==> src/rtl/core/joystick_axis_scaler_defines.svh <==
// assertion macros for the joystick axis scaler
// included by files that carry concurrent checks, no other dependencies
`ifndef JOYSTICK_AXIS_SCALER_DEFINES_SVH
`define JOYSTICK_AXIS_SCALER_DEFINES_SVH

// same-cycle implication, disabled while reset is low
`define JAS_ASSERT_IMPLY(label, clk, rst_n, ante, cons, msg) \
  label: assert property (@(posedge clk) disable iff (!rst_n) (ante) |-> (cons)) \
    else $error(msg);

// next-cycle implication, disabled while reset is low
`define JAS_ASSERT_NEXT(label, clk, rst_n, ante, cons, msg) \
  label: assert property (@(posedge clk) disable iff (!rst_n) (ante) |=> (cons)) \
    else $error(msg);

`endif

==> src/rtl/core/jas_pkg.sv <==
// shared types and constants for the joystick axis scaler
// no dependencies
package jas_pkg;

  localparam int SAMPLE_BITS = 10;
  localparam int PCT_W       = 7;
  localparam int MASK_W      = 4;
  localparam int MARGIN_W    = 6;
  localparam int IDX_W       = 3;
  // quotient never exceeds 50, so it fits in six bits
  localparam int QUOT_W      = $clog2(51);
  localparam int NUM_W       = SAMPLE_BITS + QUOT_W;
  localparam int CNT_W       = $clog2(QUOT_W);

  localparam logic [PCT_W-1:0] PCT_ZERO = PCT_W'(0);
  localparam logic [PCT_W-1:0] PCT_MID  = PCT_W'(50);
  localparam logic [PCT_W-1:0] PCT_FULL = PCT_W'(100);

  localparam logic [SAMPLE_BITS-1:0] CENTRE_RESET = SAMPLE_BITS'(1 << (SAMPLE_BITS - 1));
  localparam logic [SAMPLE_BITS-1:0] MIN_RESET    = SAMPLE_BITS'(100);
  localparam logic [SAMPLE_BITS-1:0] MAX_RESET    = SAMPLE_BITS'(922);
  localparam logic [SAMPLE_BITS-1:0] BAND_RESET   = SAMPLE_BITS'(50);
  localparam logic [MARGIN_W-1:0]    MARGIN_RESET = MARGIN_W'(15);

  typedef enum logic [IDX_W-1:0] {
    REG_X_MIN  = 3'd0,
    REG_X_MAX  = 3'd1,
    REG_Y_MIN  = 3'd2,
    REG_Y_MAX  = 3'd3,
    REG_BAND   = 3'd4,
    REG_MARGIN = 3'd5,
    REG_INVERT = 3'd6
  } reg_idx_t;

  typedef struct packed {
    logic                   op;
    logic [SAMPLE_BITS-1:0] x_sample;
    logic [SAMPLE_BITS-1:0] y_sample;
  } jas_in_t;

  typedef struct packed {
    logic [PCT_W-1:0]  x_percent;
    logic [PCT_W-1:0]  y_percent;
    logic [MASK_W-1:0] direction_mask;
  } jas_out_t;

  typedef struct packed {
    logic [SAMPLE_BITS-1:0] x_min;
    logic [SAMPLE_BITS-1:0] x_max;
    logic [SAMPLE_BITS-1:0] y_min;
    logic [SAMPLE_BITS-1:0] y_max;
    logic [SAMPLE_BITS-1:0] dead_band;
    logic [MARGIN_W-1:0]    margin;
    logic                   invert;
  } jas_cfg_t;

endpackage

==> src/rtl/core/jas_cfg.sv <==
// configuration register file of the joystick axis scaler
// depends on jas_pkg
module jas_cfg (
  input  logic                            clk,
  input  logic                            rst_n,
  input  logic                            wr_en,
  input  logic [jas_pkg::IDX_W-1:0]       wr_index,
  input  logic [jas_pkg::SAMPLE_BITS-1:0] wr_data,
  output jas_pkg::jas_cfg_t               cfg
);

  jas_pkg::jas_cfg_t cfg_r;

  always_ff @(posedge clk) begin
    if (!rst_n) begin
      cfg_r.x_min     <= jas_pkg::MIN_RESET;
      cfg_r.x_max     <= jas_pkg::MAX_RESET;
      cfg_r.y_min     <= jas_pkg::MIN_RESET;
      cfg_r.y_max     <= jas_pkg::MAX_RESET;
      cfg_r.dead_band <= jas_pkg::BAND_RESET;
      cfg_r.margin    <= jas_pkg::MARGIN_RESET;
      cfg_r.invert    <= 1'b1;
    end else if (wr_en) begin
      unique case (jas_pkg::reg_idx_t'(wr_index))
        jas_pkg::REG_X_MIN:  cfg_r.x_min     <= wr_data;
        jas_pkg::REG_X_MAX:  cfg_r.x_max     <= wr_data;
        jas_pkg::REG_Y_MIN:  cfg_r.y_min     <= wr_data;
        jas_pkg::REG_Y_MAX:  cfg_r.y_max     <= wr_data;
        jas_pkg::REG_BAND:   cfg_r.dead_band <= wr_data;
        jas_pkg::REG_MARGIN: cfg_r.margin    <= wr_data[jas_pkg::MARGIN_W-1:0];
        jas_pkg::REG_INVERT: cfg_r.invert    <= wr_data[0];
        default: ;
      endcase
    end
  end

  assign cfg = cfg_r;

endmodule

==> src/rtl/core/jas_div.sv <==
// bit-serial restoring divider, one quotient bit per cycle
// depends on jas_pkg; quotient must fit in QUOT_W bits
module jas_div (
  input  logic                            clk,
  input  logic                            rst_n,
  input  logic                            start,
  input  logic [jas_pkg::NUM_W-1:0]       num,
  input  logic [jas_pkg::SAMPLE_BITS-1:0] den,
  output logic                            busy,
  output logic                            done,
  output logic [jas_pkg::QUOT_W-1:0]      quot
);

  logic                          busy_r;
  logic                          done_r;
  logic [jas_pkg::CNT_W-1:0]     cnt_r;
  logic [jas_pkg::NUM_W-1:0]     rem_r;
  logic [jas_pkg::NUM_W-1:0]     dsh_r;
  logic [jas_pkg::QUOT_W-1:0]    quot_r;
  logic                          ge;

  assign ge = (rem_r >= dsh_r);

  always_ff @(posedge clk) begin
    if (!rst_n) begin
      busy_r <= 1'b0;
      done_r <= 1'b0;
    end else begin
      done_r <= 1'b0;
      if (start) begin
        busy_r <= 1'b1;
        cnt_r  <= jas_pkg::CNT_W'(jas_pkg::QUOT_W - 1);
        rem_r  <= num;
        // divisor aligned under the top quotient bit
        dsh_r  <= jas_pkg::NUM_W'(den) << (jas_pkg::QUOT_W - 1);
        quot_r <= '0;
      end else if (busy_r) begin
        if (ge) begin
          rem_r <= rem_r - dsh_r;
        end
        quot_r <= {quot_r[jas_pkg::QUOT_W-2:0], ge};
        dsh_r  <= dsh_r >> 1;
        cnt_r  <= cnt_r - 1'b1;
        if (cnt_r == '0) begin
          busy_r <= 1'b0;
          done_r <= 1'b1;
        end
      end
    end
  end

  assign busy = busy_r;
  assign done = done_r;
  assign quot = quot_r;

endmodule

==> src/rtl/core/joystick_axis_scaler.sv <==
// joystick axis scaler: centre dead band, per-side scaling to 0..100, direction mask
// an item inside the dead band goes from S_PREP_X straight to S_DONE, where its result is
// registered; otherwise each axis that needs a quotient passes through the bit-serial divider
// throughput: one item at a time, next item taken the cycle after its result is registered
// a calibrate item loads the centres from its samples and gives no result
// synchronous active-low reset: registers to defaults, centres to mid-scale, no result pending
`include "joystick_axis_scaler_defines.svh"

module joystick_axis_scaler (
  input  logic                            clk,
  input  logic                            rst_n,
  input  logic                            in_valid,
  output logic                            in_ready,
  input  jas_pkg::jas_in_t                in_data,
  output logic                            out_valid,
  input  logic                            out_ready,
  output jas_pkg::jas_out_t               out_data,
  input  logic                            cfg_valid,
  output logic                            cfg_ready,
  input  logic [jas_pkg::IDX_W-1:0]       cfg_index,
  input  logic [jas_pkg::SAMPLE_BITS-1:0] cfg_data
);

  localparam int SB = jas_pkg::SAMPLE_BITS;
  localparam int PW = jas_pkg::PCT_W;

  typedef enum logic [2:0] {
    S_IDLE,
    S_PREP_X,
    S_DIV_X,
    S_PREP_Y,
    S_DIV_Y,
    S_DONE
  } state_t;

  typedef struct packed {
    logic                         use_div;
    logic [PW-1:0]                base;
    logic [jas_pkg::NUM_W-1:0]    num;
    logic [SB-1:0]                den;
  } prep_t;

  function automatic logic in_band(input logic [SB-1:0] s, input logic [SB-1:0] c,
                                   input logic [SB-1:0] band);
    logic [SB-1:0] delta;
    delta = (s >= c) ? (s - c) : (c - s);
    return (delta <= band);
  endfunction

  // x * 50 as shifts and adds
  function automatic logic [jas_pkg::NUM_W-1:0] times_fifty(input logic [SB-1:0] v);
    logic [jas_pkg::NUM_W-1:0] w;
    w = jas_pkg::NUM_W'(v);
    return (w << 5) + (w << 4) + (w << 1);
  endfunction

  function automatic prep_t axis_prep(input logic [SB-1:0] s, input logic [SB-1:0] c,
                                      input logic [SB-1:0] lo, input logic [SB-1:0] hi);
    prep_t p;
    p.use_div = 1'b0;
    p.base    = jas_pkg::PCT_MID;
    p.num     = '0;
    p.den     = '0;
    if (s <= c) begin
      if (s < lo) begin
        p.base = jas_pkg::PCT_ZERO;
      end else if (c != lo) begin
        p.use_div = 1'b1;
        p.base    = jas_pkg::PCT_ZERO;
        p.num     = times_fifty(s - lo);
        p.den     = c - lo;
      end
    end else if (s > hi) begin
      p.base = jas_pkg::PCT_FULL;
    end else begin
      // here hi > c, so the divisor is never zero
      p.use_div = 1'b1;
      p.num     = times_fifty(s - c);
      p.den     = hi - c;
    end
    return p;
  endfunction

  jas_pkg::jas_cfg_t cfg;

  state_t            state_r;
  logic [SB-1:0]     xs_r;
  logic [SB-1:0]     ys_r;
  logic [SB-1:0]     xc_r;
  logic [SB-1:0]     yc_r;
  logic [PW-1:0]     xv_r;
  logic [PW-1:0]     yv_r;
  logic              out_valid_r;
  jas_pkg::jas_out_t out_data_r;

  logic                          both_band;
  logic                          sel_y;
  prep_t                         prep;
  logic                          div_start;
  logic                          div_busy;
  logic                          div_done;
  logic [jas_pkg::QUOT_W-1:0]    div_quot;
  logic [PW-1:0]                 xf;
  logic [PW-1:0]                 yf;
  logic [PW:0]                   mid_lo;
  logic [PW:0]                   mid_hi;
  logic [jas_pkg::MASK_W-1:0]    dir_mask;

  jas_cfg u_cfg (
    .clk      (clk),
    .rst_n    (rst_n),
    .wr_en    (cfg_valid),
    .wr_index (cfg_index),
    .wr_data  (cfg_data),
    .cfg      (cfg)
  );

  assign cfg_ready = 1'b1;
  assign in_ready  = (state_r == S_IDLE);

  assign both_band = in_band(xs_r, xc_r, cfg.dead_band) && in_band(ys_r, yc_r, cfg.dead_band);
  assign sel_y     = (state_r == S_PREP_Y);

  always_comb begin
    if (sel_y) begin
      prep = axis_prep(ys_r, yc_r, cfg.y_min, cfg.y_max);
    end else begin
      prep = axis_prep(xs_r, xc_r, cfg.x_min, cfg.x_max);
    end
  end

  assign div_start = prep.use_div &&
                     (((state_r == S_PREP_X) && !both_band) || (state_r == S_PREP_Y));

  jas_div u_div (
    .clk   (clk),
    .rst_n (rst_n),
    .start (div_start),
    .num   (prep.num),
    .den   (prep.den),
    .busy  (div_busy),
    .done  (div_done),
    .quot  (div_quot)
  );

  // inversion and direction flags; margin compared without going negative
  assign xf     = cfg.invert ? (jas_pkg::PCT_FULL - xv_r) : xv_r;
  assign yf     = cfg.invert ? (jas_pkg::PCT_FULL - yv_r) : yv_r;
  assign mid_lo = {1'b0, jas_pkg::PCT_MID};
  assign mid_hi = {1'b0, jas_pkg::PCT_MID} + (PW + 1)'(cfg.margin);

  always_comb begin
    dir_mask    = '0;
    dir_mask[0] = (({1'b0, yf} + (PW + 1)'(cfg.margin)) <= mid_lo);
    dir_mask[1] = ({1'b0, yf} > mid_hi);
    dir_mask[2] = (({1'b0, xf} + (PW + 1)'(cfg.margin)) <= mid_lo);
    dir_mask[3] = ({1'b0, xf} > mid_hi);
  end

  always_ff @(posedge clk) begin
    if (!rst_n) begin
      state_r     <= S_IDLE;
      out_valid_r <= 1'b0;
      xc_r        <= jas_pkg::CENTRE_RESET;
      yc_r        <= jas_pkg::CENTRE_RESET;
    end else begin
      // in S_DONE the result register is reloaded below instead
      if (out_valid_r && out_ready && (state_r != S_DONE)) begin
        out_valid_r <= 1'b0;
      end
      unique case (state_r)
        S_IDLE: begin
          if (in_valid) begin
            if (in_data.op) begin
              xc_r <= in_data.x_sample;
              yc_r <= in_data.y_sample;
            end else begin
              xs_r    <= in_data.x_sample;
              ys_r    <= in_data.y_sample;
              state_r <= S_PREP_X;
            end
          end
        end
        S_PREP_X: begin
          if (both_band) begin
            xv_r    <= jas_pkg::PCT_MID;
            yv_r    <= jas_pkg::PCT_MID;
            state_r <= S_DONE;
          end else begin
            xv_r    <= prep.base;
            state_r <= prep.use_div ? S_DIV_X : S_PREP_Y;
          end
        end
        S_DIV_X: begin
          if (div_done) begin
            xv_r    <= xv_r + PW'(div_quot);
            state_r <= S_PREP_Y;
          end
        end
        S_PREP_Y: begin
          yv_r    <= prep.base;
          state_r <= prep.use_div ? S_DIV_Y : S_DONE;
        end
        S_DIV_Y: begin
          if (div_done) begin
            yv_r    <= yv_r + PW'(div_quot);
            state_r <= S_DONE;
          end
        end
        S_DONE: begin
          // wait here only while the previous item is still unclaimed
          if (!out_valid_r || out_ready) begin
            out_data_r.x_percent      <= xf;
            out_data_r.y_percent      <= yf;
            out_data_r.direction_mask <= dir_mask;
            out_valid_r               <= 1'b1;
            state_r                   <= S_IDLE;
          end
        end
        default: state_r <= S_IDLE;
      endcase
    end
  end

  assign out_valid = out_valid_r;
  assign out_data  = out_data_r;

  `JAS_ASSERT_IMPLY(a_div_idle_on_start, clk, rst_n, div_start, !div_busy, "divider started while busy")
  `JAS_ASSERT_IMPLY(a_div_done_state, clk, rst_n, div_done, (state_r == S_DIV_X) || (state_r == S_DIV_Y), "divider finished outside a divide state")
  `JAS_ASSERT_IMPLY(a_out_range, clk, rst_n, out_valid_r, (out_data_r.x_percent <= jas_pkg::PCT_FULL) && (out_data_r.y_percent <= jas_pkg::PCT_FULL), "axis value above full scale")
  `JAS_ASSERT_NEXT(a_centre_capture, clk, rst_n, in_valid && in_ready && in_data.op, (xc_r == $past(in_data.x_sample)) && (yc_r == $past(in_data.y_sample)), "centres not captured")

endmodule
==> config.mk <==
export PLATFORM = sky130hd
export DESIGN_NAME = joystick_axis_scaler
export DESIGN_NICKNAME = d
export VERILOG_FILES = /design/src/rtl/core/jas_pkg.sv /design/src/rtl/core/jas_cfg.sv /design/src/rtl/core/jas_div.sv /design/src/rtl/core/joystick_axis_scaler.sv
export VERILOG_INCLUDE_DIRS = /design/src /design/src/rtl/core
export SDC_FILE = /design/constraint.sdc
export NUM_CORES = 1
export LEC_CHECK = 0
export BUFFER_PORTS_ARGS = -buffer_cell sky130_fd_sc_hd__buf_2
export CORE_ASPECT_RATIO = 0.8
export CORE_MARGIN = 2
export CORE_UTILIZATION = 60
export DETAILED_ROUTE_END_ITERATION = 16
export MAX_ROUTING_LAYER = met4
export PLACE_DENSITY = 0.77
export SYNTH_ARGS = -nofsm -noshare
export SYNTH_HDL_FRONTEND = slang
export SYNTH_HIERARCHICAL = 1
export SYNTH_SLANG_ARGS = --single-unit
==> constraint.sdc <==
create_clock -name clk -period 6.8 [get_ports clk]
set_input_delay 1.36 -clock clk [delete_from_list [all_inputs] [get_ports clk]]
set_output_delay 1.36 -clock clk [all_outputs]
set_load 0.01 [all_outputs]
# Word level (Yosys, flattened, before mapping)
# Index checks and enable logic that the tools add are counted.
[classes]
n_lt_le_gt_ge = 15
n_bitwise = 3
n_addsub = 27
n_reduce_logical = 32
n_eq_ne = 20
mux = 50
[ops]
columns = ["op", "n"]
rows = [
  ["$mux W34", 5],
  ["$mux W26", 4],
  ["$sub A10 B10 Y10", 10],
  ["$mux W7", 10],
  ["$add A15 B14 Y16", 4],
  ["$add A16 B11 Y16", 4],
  ["$mux W16", 3],
  ["$le A10 B10 Y1", 4],
  ["$mux W15", 2],
  ["$mux W3", 7],
  ["$pmux W7 S3", 1],
  ["$ge A10 B10 Y1", 2],
  ["$gt A10 B10 Y1", 2],
  ["$lt A10 B10 Y1", 2],
  ["$mux W10", 2],
  ["$ne A10 B10 Y1", 2],
  ["$pmux W3 S6", 1],
  ["$add A7 B6 Y8", 2],
  ["$ge A16 B15 Y1", 1],
  ["$le A8 B6 Y1 const B", 2],
  ["$reduce_and A2 Y1", 8],
  ["$sub A16 B15 Y16", 1],
  ["$eq A3 B3 Y1 const B", 5],
  ["$add A7 B6 Y7", 2],
  ["other kinds (23)", 61],
]
[totals]
ff_bits = 175
in_bits = 39
elab_cells = 172

# Depth between registers and ports, before layout
# Gate-level depths: netlist of run 1.
[depth]
ltp_word = 10
ltp_mapped = 26
mapped_depth_nobuf = 23

# Hierarchy
# The synthesis of run 1 kept the hierarchy.
[modules_own_cells]
columns = ["mod", "cells_each", "instances", "seq_area_each_um2", "area_per_inst_um2"]
rows = [
  ["joystick_axis_scaler", 1547, 1, 2042.0, 12779.8],
  ["jas_div", 259, 1, 1241.2, 2575.0],
  ["jas_cfg", 216, 1, 1141.1, 2263.4],
]

# Worst setup path after synthesis of run 1
# No wires, ideal clock.
[synth_timing]
kind = "register to register"
startpoint = "reg xs_r[0]"
endpoint = "reg u_div/rem_r[0] (netlist bit), enable pin"
slack_ns = 0.656
setup_time_ns = 0.394
period_less_slack_ns = 6.144
t_arrival_ns = 5.750
required_ns = 6.406
path_stages_with_launch = 25
path_buffers = 2
cell_sequence = "edfxtp_1 > inv_1 > ha_1 > inv_1 > fa_1 > a21o_1 > a221oi_4 > a21oi_1 > nor2_1 > buf_2 > mux2i_1 > xnor2_1 > ha_1 > nand4_1 > nor3_1 > o21ai_0 > a31oi_1 > a31oi_1 > or3_1 > a21oi_1 > clkbuf_1 > o21ai_0 > inv_1 > nand2_1 > a21oi_1"
[synth_via]
elab_chain_cells = 10
word_cells_on_any_way = 20
cone_classes = "add/sub: 2; order compare: 5; mux: 5; reduce/logical: 8"
[synth_rtl]
columns = ["item", "line", "text"]
rows = [
  ["start, declared", "joystick_axis_scaler.sv:87", "logic [SB-1:0] xs_r;"],
  ["start signal, assigned", "joystick_axis_scaler.sv:178", "xs_r <= in_data.x_sample;"],
  ["$sub A10 B10 Y10 or $ge A10 B10 Y1 (tied branches)", "joystick_axis_scaler.sv:46", "delta = (s >= c) ? (s - c) : (c - s);"],
  ["$mux W10", "joystick_axis_scaler.sv:46", ""],
  ["$le A10 B10 Y1", "joystick_axis_scaler.sv:47", "return (delta <= band);"],
  ["$logic_and A1 B1 Y1", "joystick_axis_scaler.sv:121", "assign both_band = in_band(xs_r, xc_r, cfg.dead_band) && in_band(ys_r, yc_r, cfg.dead_band);"],
  ["$logic_not A1 Y1", "joystick_axis_scaler.sv:133", "(((state_r == S_PREP_X) && !both_band) || (state_r == S_PREP_Y));"],
  ["$logic_and A1 B1 Y1", "joystick_axis_scaler.sv:133", ""],
  ["$logic_or A1 B1 Y1", "joystick_axis_scaler.sv:133", ""],
  ["$logic_and A1 B1 Y1 (*)", "joystick_axis_scaler.sv:132", "assign div_start = prep.use_div &&"],
  ["net div_start", "joystick_axis_scaler.sv:99", "logic div_start;"],
  ["$reduce_bool A2 Y1 (no line)", "n/a", ""],
  ["$reduce_and A3 Y1 (no line) (*)", "n/a", ""],
  ["end signal, assigned", "jas_div.sv:33", "rem_r <= num;"],
  ["end signal, assigned", "jas_div.sv:39", "rem_r <= rem_r - dsh_r;"],
  ["end, declared", "jas_div.sv:17", "logic [jas_pkg::NUM_W-1:0] rem_r;"],
]
# Mark *: on every way through the listed nets, which the timed path passes. The rest lies on a longest branch.
# A chain may end at the register's enable or synchronous reset.

# Worst setup path after layout of run 1
[layout_timing]
startpoint = "reg xs_r[0]"
endpoint = "reg u_div/rem_r[14] (netlist bit) (data pin)"
[layout_via]
elab_chain_cells = 9
word_cells_on_any_way = 26
cone_classes = "add/sub: 7; order compare: 5; mux: 9; reduce/logical: 5"
[layout_rtl]
columns = ["item", "line", "text"]
rows = [
  ["$sub A10 B10 Y10 or $ge A10 B10 Y1 (tied branches)", "joystick_axis_scaler.sv:46", ""],
  ["$mux W10", "joystick_axis_scaler.sv:46", ""],
  ["$le A10 B10 Y1", "joystick_axis_scaler.sv:47", ""],
  ["$logic_and A1 B1 Y1", "joystick_axis_scaler.sv:121", ""],
  ["$logic_not A1 Y1", "joystick_axis_scaler.sv:133", ""],
  ["$logic_and A1 B1 Y1", "joystick_axis_scaler.sv:133", ""],
  ["$logic_or A1 B1 Y1", "joystick_axis_scaler.sv:133", ""],
  ["$logic_and A1 B1 Y1 (*)", "joystick_axis_scaler.sv:132", ""],
  ["net div_start", "joystick_axis_scaler.sv:99", ""],
  ["$mux W16 (*)", "jas_div.sv:30", "if (start) begin"],
]
# Marks and branches as above.

==> metrics.txt, run 1 <==
outcome=finished, final reports clean; Critical Path End Type=register; crit-path max cell delay=0.53 ns; register area=4420 um^2; I/O Pins=60; worst hold slack=0.466 ns; Netlist cell types=87; H-tree Lvls=4; DR DRC count=0; initial drt markers=1361; Power Density=388 nW/um^2; # fillers=2422; area taken by multi-input logic gates=12100 um^2; post-CTS sizing=0; total grt overflow=0; hold crit path type=reg2reg; Worst Skew=0.0166 ns; Avg Inst Size Synth=8.71 um^2; grt met2 use=50.8%; leading cell types in the layout, fill and taps excluded=246 x ha_1, 228 x inv_1, 178 x nand2_1, 123 x nor2_1, 112 x a21oi_1; Crit path required time=6.97 ns; Worst Max-Slew Pin Slew=1.06 ns; Critical Path Source Type=register; GR met1 Demand/Resource=45.1%; Post-CTS Hold Buffers=0; crit path max-delay cell type=a2111oi_0; Max clock buf depth=2; Routed Antenna Nets=0; cells after synthesis=2022; #FFs+latches synth=175; ANT cells=0; commonest non-fill, non-tap cell in the layout=ha_1; # Max-Cap Violations=0; die area=30800 um^2; GRT Util Overall=33.8%; vias=15200; Worst-Skew Late Latency=0.45 ns; CTS Root Cell=clkbuf_16; hold path depth=2; NumNets Final=2378; CTS Buf Count=17; CTS sink cnt=175; Reg clk slew, reported paths=0.07 ns; first-pass GRT wire length=78.3 mm; HPWL Detailed=40.0 mm; Async SR Flop Fraction=0%; Worst Path Max Fanout=61; shortest period the worst path allows=6.19 ns; setup TNS=0 ns; post-synthesis sequential area ratio=25.1%; Max Slew Vio Count=0; Primary FF master, synth=edfxtp_1; EDFF count, synth=92; Peak VDD IR=0.272 mV; die width=196 um; Avg WL per Cell=20.5 um; CTS tree=done; Pre-Repair DR Iteration Count=6; Ys Warns=6; # rows=56; largest net degree at the start of global routing=81; # setup viols final=0; layout cells sized above 1=7.17%; antenna violations before repair=0; Via density=6.25; GR Util met3=7.37%; Worst R2R Path Depth=24; Area Overhead vs Synth=6.78%; crit-path most repeated cell=inv_1; Cell Area, Synth=17600 um^2; RSZ-0062 raised after global routing=false; achievable frequency=162 MHz; Core ar.=29100 um^2; critical path data arrival time=6.36 ns; Hold Fails Final Rpt=0; Port Buffer Count=58; # Post-CTS Setup Buffers=0; GPL Wtd Cong=1.01; Routed WL=50.0 mm; initial core utilization=60.6%; syn nets=2350; final period utilization=91.0%; Die Height=157 um; Top Usage Layer GRT=met2; Cell Chain, Critical Path=inv_1 -> ha_1 -> inv_1 -> fa_1 -> a21o_1 -> a221oi_4 -> a21oi_1 -> nor2_1 -> nand2b_1 -> a21oi_1 -> a2111oi_0 -> ha_1 -> nand4_1 -> nor3_1 -> o21ai_0 -> a31oi_1 -> a31oi_1 -> buf_4 -> or3_1 -> a21oi_4 -> buf_6 -> inv_1 -> a211oi_1 -> o21ai_0; vias in the first global route=14400; critical path class=reg2reg; Leakage=8.36 nW; Slew headroom=29.0%
[sequential cells by signal, indices dropped and copies added (netlist names)]
name	flops
u_div/busy	1
yv_r	7
u_cfg/cfg	57
out_valid	1
state_r	3
xv_r	7
u_div/rem_r	16
u_div/quot	6
u_div/cnt_r	3
out_data	18
ys_r	10
yc_r	10
xs_r	10
u_div/done	1
xc_r	10
u_div/dsh_r	15
[synthesized netlist by cell type (8+ instances only)]
library cell,count,share of area [%]
o21a_1,17,0.72
nor4_1,10,0.36
inv_1,228,4.9
xnor2_1,99,4.9
fa_1,43,4.9
o211ai_1,14,0.60
a21o_1,39,1.7
ha_1,246,17
or2_2,8,0.28
or3_1,10,0.36
o21ai_0,97,2.8
nand4_1,22,0.78
nand2b_1,20,0.71
xor2_1,44,2.2
buf_2,16,0.45
and2_1,10,0.36
edfxtp_1,92,16
o21bai_1,15,0.64
a211oi_1,21,0.89
mux2i_1,70,4.0
a21boi_0,26,1.1
dfxtp_1,83,9.4
nand2_1,178,3.8
nor3_1,45,1.3
a21oi_1,113,3.2
a31oi_1,8,0.28
nor2_1,124,2.6
a221oi_1,50,2.5
clkbuf_1,38,0.81
nand3_1,35,0.99
nor2b_1,67,2.4
[final timing paths]
check / slack (ns) / startpoint / end
min reg2reg: 0.47 / u_cfg/cfg[31] / u_cfg/cfg[31]
min: 0.47 / u_cfg/cfg[31] / u_cfg/cfg[31]
max reg2reg: 0.61 / xs_r[0] / u_div/rem_r[14]
max: 0.61 / xs_r[0] / u_div/rem_r[14]
[cell families (layout without fill, tap and decap cells)]
| kind of cell | after synthesis | after routing | share of synthesized area, % |
|---|---|---|---|
| compound gates | 476 | 476 | 18.6 |
| xor+xnor | 143 | 143 | 7.11 |
| fa+ha+maj | 289 | 289 | 22.4 |
| buf+inv | 294 | 335 | 6.64 |
| flops | 175 | 175 | 25.1 |
| mux | 73 | 73 | 4.17 |
| other cells | 2 | 2 | 0.0426 |
| simple gates | 570 | 570 | 15.9 |
[metal layers]
metal  vias up  wire length [um]  share of wire [%]
li1       7250                 -                  -
met1      7203             22200                 44
met2       678             21400                 43
met3       111              4700                9.4
met4         0              1750                3.5
met5         -                 0                  0
[metrics by stage]
| step | total power, mW | utilization (%) | cells | setup slack [ns] | cell area (um^2) |
|---|---|---|---|---|---|
| 3_5_place_dp | 6.18 | 62.7 | 2408 | 0.571 | 18200 |
| 4_1_cts | 7.21 | 64.7 | 2440 | 0.554 | 18800 |
| 3_3_place_gp | 6.05 | 62.7 | 2408 | 0.796 | 18200 |
| 2_1_floorplan | 5.09 | - | 2022 | 0.656 | 17600 |
| 6_report | 7.30 | 64.7 | 2440 | 0.610 | 18800 |
| 5_1_grt | 7.88 | 64.7 | 2440 | 0.121 | 18800 |
[report_power, final]
part	switching (mW)	internal (mW)
combinational	2.85	2.01
sequential	0.118	1.31
clock	0.459	0.548
total	3.43	3.87
[layout make-up]
class	instances	area share, %
inverter	228	4.55
clock buffer	18	2.28
multi-input combinational	1553	64.1
timing repair buffer	75	2.24
sequential	175	23.5
clock inverter	14	0.818
tap	377	2.51
[worst max-delay path: cells and delay by family (launching register included)]
| family | cells | cell delay [ns] |
|---|---|---|
| buffers and inverters | 5 | 1.02 |
| AOI/OAI and AO/OA | 11 | 2.38 |
| DFF | 1 | 0.40 |
| adders and majority gates | 3 | 0.85 |
| and+or+nand+nor | 5 | 1.24 |
Power figures use the tool's default switching activity.
==> run 2: changes to the inputs <==
==> constraint.sdc (replaced) <==
create_clock -name clk -period 5.77 [get_ports clk]
set_input_delay 0.577 -clock clk [delete_from_list [all_inputs] [get_ports clk]]
set_output_delay 0.577 -clock clk [all_outputs]
set_load 0.01 [all_outputs]
==> metrics.txt, run 2 (synthesis gave the netlist of run 1 again) <==
outcome=finished, final reports clean; Cell Chain, Critical Path=inv_1 -> ha_1 -> inv_1 -> fa_1 -> a21o_1 -> a21oi_2 -> o21ai_0 -> a21o_1 -> a21oi_1 -> xnor2_1 -> mux2_2 -> ha_1 -> a211oi_1 -> o21ai_0 -> nor2_1 -> nand2_1 -> a31oi_1 -> or3_1 -> a21oi_4 -> buf_4 -> buf_4 -> or2_2 -> o311a_1; Placed Cells=2413 (+0.21%); first-pass GRT wire length=78.9 mm (+0.78%); GRT Util Overall=34.3% (+0.49 points); Pre-Repair DR Iteration Count=6 (unchanged); hold crit path type=in2reg; Worst Path Max Fanout=10 (-84%); reg2reg end=u_div/rem_r[9]; commonest non-fill, non-tap cell in the layout=ha_1; crit-path max cell delay=0.43 ns (-0.10 ns); die width=196 um (unchanged); Peak VDD IR=0.284 mV (+4.7%); shortest period the worst path allows=5.42 ns (-0.767 ns); Leakage=8.38 nW (+0.25%); # rows=56 (unchanged); non-filler cells, final=2448 (+0.33%); Die Height=157 um (unchanged); RSZ-0062 raised after global routing=false; critical path data arrival time=5.61 ns (-0.75 ns); Routed Antenna Nets=0 (unchanged); Area Overhead vs Synth=6.95%; Slew headroom=23.0% (-5.9 points); vias=15100 (-1.0%); worst hold slack=0.320 ns (-0.146 ns); # setup viols final=0 (unchanged); Worst R2R Path Depth=23 (-4.2%); crit path max-delay cell type=fa_1; final period utilization=94.0% (+3.0 points); layout cells sized above 1=7.63% (+0.46 points); Worst Skew=0.0139 ns (-0.00273 ns); Reg clk slew, reported paths=0.07 ns (about the same); Max clock buf depth=2 (unchanged); Critical Path Source Type=register; Hold Fails Final Rpt=0 (unchanged); CTS Buf Count=17 (unchanged); CTS sink cnt=175 (unchanged); DR DRC count=0 (unchanged); Max Slew Vio Count=0 (unchanged); Avg WL per Cell=20.6 um (+0.33%); I/O Pins=60 (unchanged); HPWL Detailed=40.7 mm (+1.6%); total grt overflow=0 (unchanged); largest net degree at the start of global routing=70 (-14%); CTS tree=done; H-tree Lvls=4 (unchanged); die area=30800 um^2 (unchanged); NumNets Final=2385 (+0.29%); Post-CTS Hold Buffers=0 (unchanged); Routed WL=50.3 mm (+0.66%); GPL Wtd Cong=1.02 (+0.67%); achievable frequency=184 MHz (+14%); Crit path required time=5.96 ns (-1.01 ns); Power Density=455 nW/um^2 (+17%); setup TNS=0 ns (unchanged); CP Launch Point=ys_r[0]; critical path endpoint=u_div/rem_r[9]; Via density=6.16 (-1.3%); critical path class=reg2reg; leading cell types in the layout, fill and taps excluded=246 x ha_1, 227 x inv_1, 178 x nand2_1, 122 x nor2_1, 111 x a21oi_1; initial drt markers=1342 (-1.4%); r2r setup slk=0.35 ns (-0.26 ns); vias in the first global route=14500 (+0.74%); flip-flop count of the largest register after layout=57 (unchanged); Port Buffer Count=58 (unchanged); antenna violations before repair=1 (+1); initial core utilization=60.6% (unchanged); CTS Root Cell=clkbuf_16; Core ar.=29100 um^2 (unchanged); # Max-Cap Violations=0 (unchanged); Worst Max-Slew Pin Slew=1.15 ns (+0.0972 ns); Critical Path End Type=register; Reg-to-Reg Start=ys_r[0]; Worst-Skew Late Latency=0.44 ns (about the same)
[run 2: cell count changes in the layout (fill, tap and decap cells not counted), sizes merged]
cell,previous run,this run
buf,75,82
bufinv,2,1
clkbuf,18,19
clkinv,5,6
diode,0,1
inv,234,233
[run 2: layer usage]
| layer | vias to the layer above | part of all wire [%] | GRT usage, % | wire [um] |
|---|---|---|---|---|
| met5 | - | 0 | - | 0 |
| met4 | 0 | 3.5 | 12.7 | 1760 |
| met3 | 107 | 8.8 | 6.69 | 4450 |
| met2 | 581 | 42 | 50.6 | 21100 |
| met1 | 7153 | 46 | 46.9 | 23000 |
| li1 | 7245 | - | - | - |
[run 2: worst max-delay path, delay by kind of cell, from the launching register on]
| kind | cells | cell delay (ns) |
|---|---|---|
| buffers and inverters | 4 | 0.55 |
| DFF | 1 | 0.40 |
| adders and majority gates | 3 | 0.78 |
| muxes | 1 | 0.33 |
| xor gates and xnor gates | 1 | 0.20 |
| and+or+nand+nor | 4 | 0.67 |
| AOI/OAI and AO/OA | 10 | 2.25 |
[run 2: power by group]
group	switching [mW]	total, mW	internal, mW
Combinational	3.38	5.76	2.38
Clock	0.519	1.12	0.597
Sequential	0.140	1.68	1.54
[run 2: stage by stage]
stage	setup slack, ns	utilization [%]	power [mW]	cell area, um^2
after floorplan	0.168	-	6.00	17600
after global placement	0.158	62.8	7.21	18300
after detailed placement	0.0497	62.8	7.32	18300
after CTS	0.0220	64.7	8.47	18800
after global routing	0.0121	64.8	9.29	18800
final	0.347	64.8	8.57	18800
[run 2: layout make-up]
| cell class | count | area (um^2) |
|---|---|---|
| diodes | 1 | 2.50 |
| clock buffers | 19 | 433 |
| clock inverters | 13 | 114 |
| fillers | 2494 | 10200 |
| inverters | 228 | 856 |
| multi-input cells | 1553 | 12100 |
| flip-flops and latches | 175 | 4430 |
| well taps | 377 | 472 |
| repair buffers | 82 | 470 |
[run 2: worst min-delay path by stage]
| stage | startpoint | endpoint | slack (ns) | depth (start not counted) |
|---|---|---|---|---|
| final | in_data[18] | xs_r[8] | 0.32 | 1 |
| after global routing | in_data[19] | xs_r[9] | 0.31 | 1 |
| after CTS | in_data[18] | xs_r[8] | 0.31 | 1 |
| after detailed placement | u_cfg/cfg[35] | u_cfg/cfg[35] | 0.45 | 2 |
| after floorplan | u_cfg/cfg[28] | u_cfg/cfg[28] | 0.43 | 2 |
| after global placement | u_cfg/cfg[31] | u_cfg/cfg[31] | 0.45 | 2 |
[run 2: what timing repair did]
item,in CTS,in global routing
resized for setup,0,4
buffers inserted,0,2
setup endpoints to repair,0,65
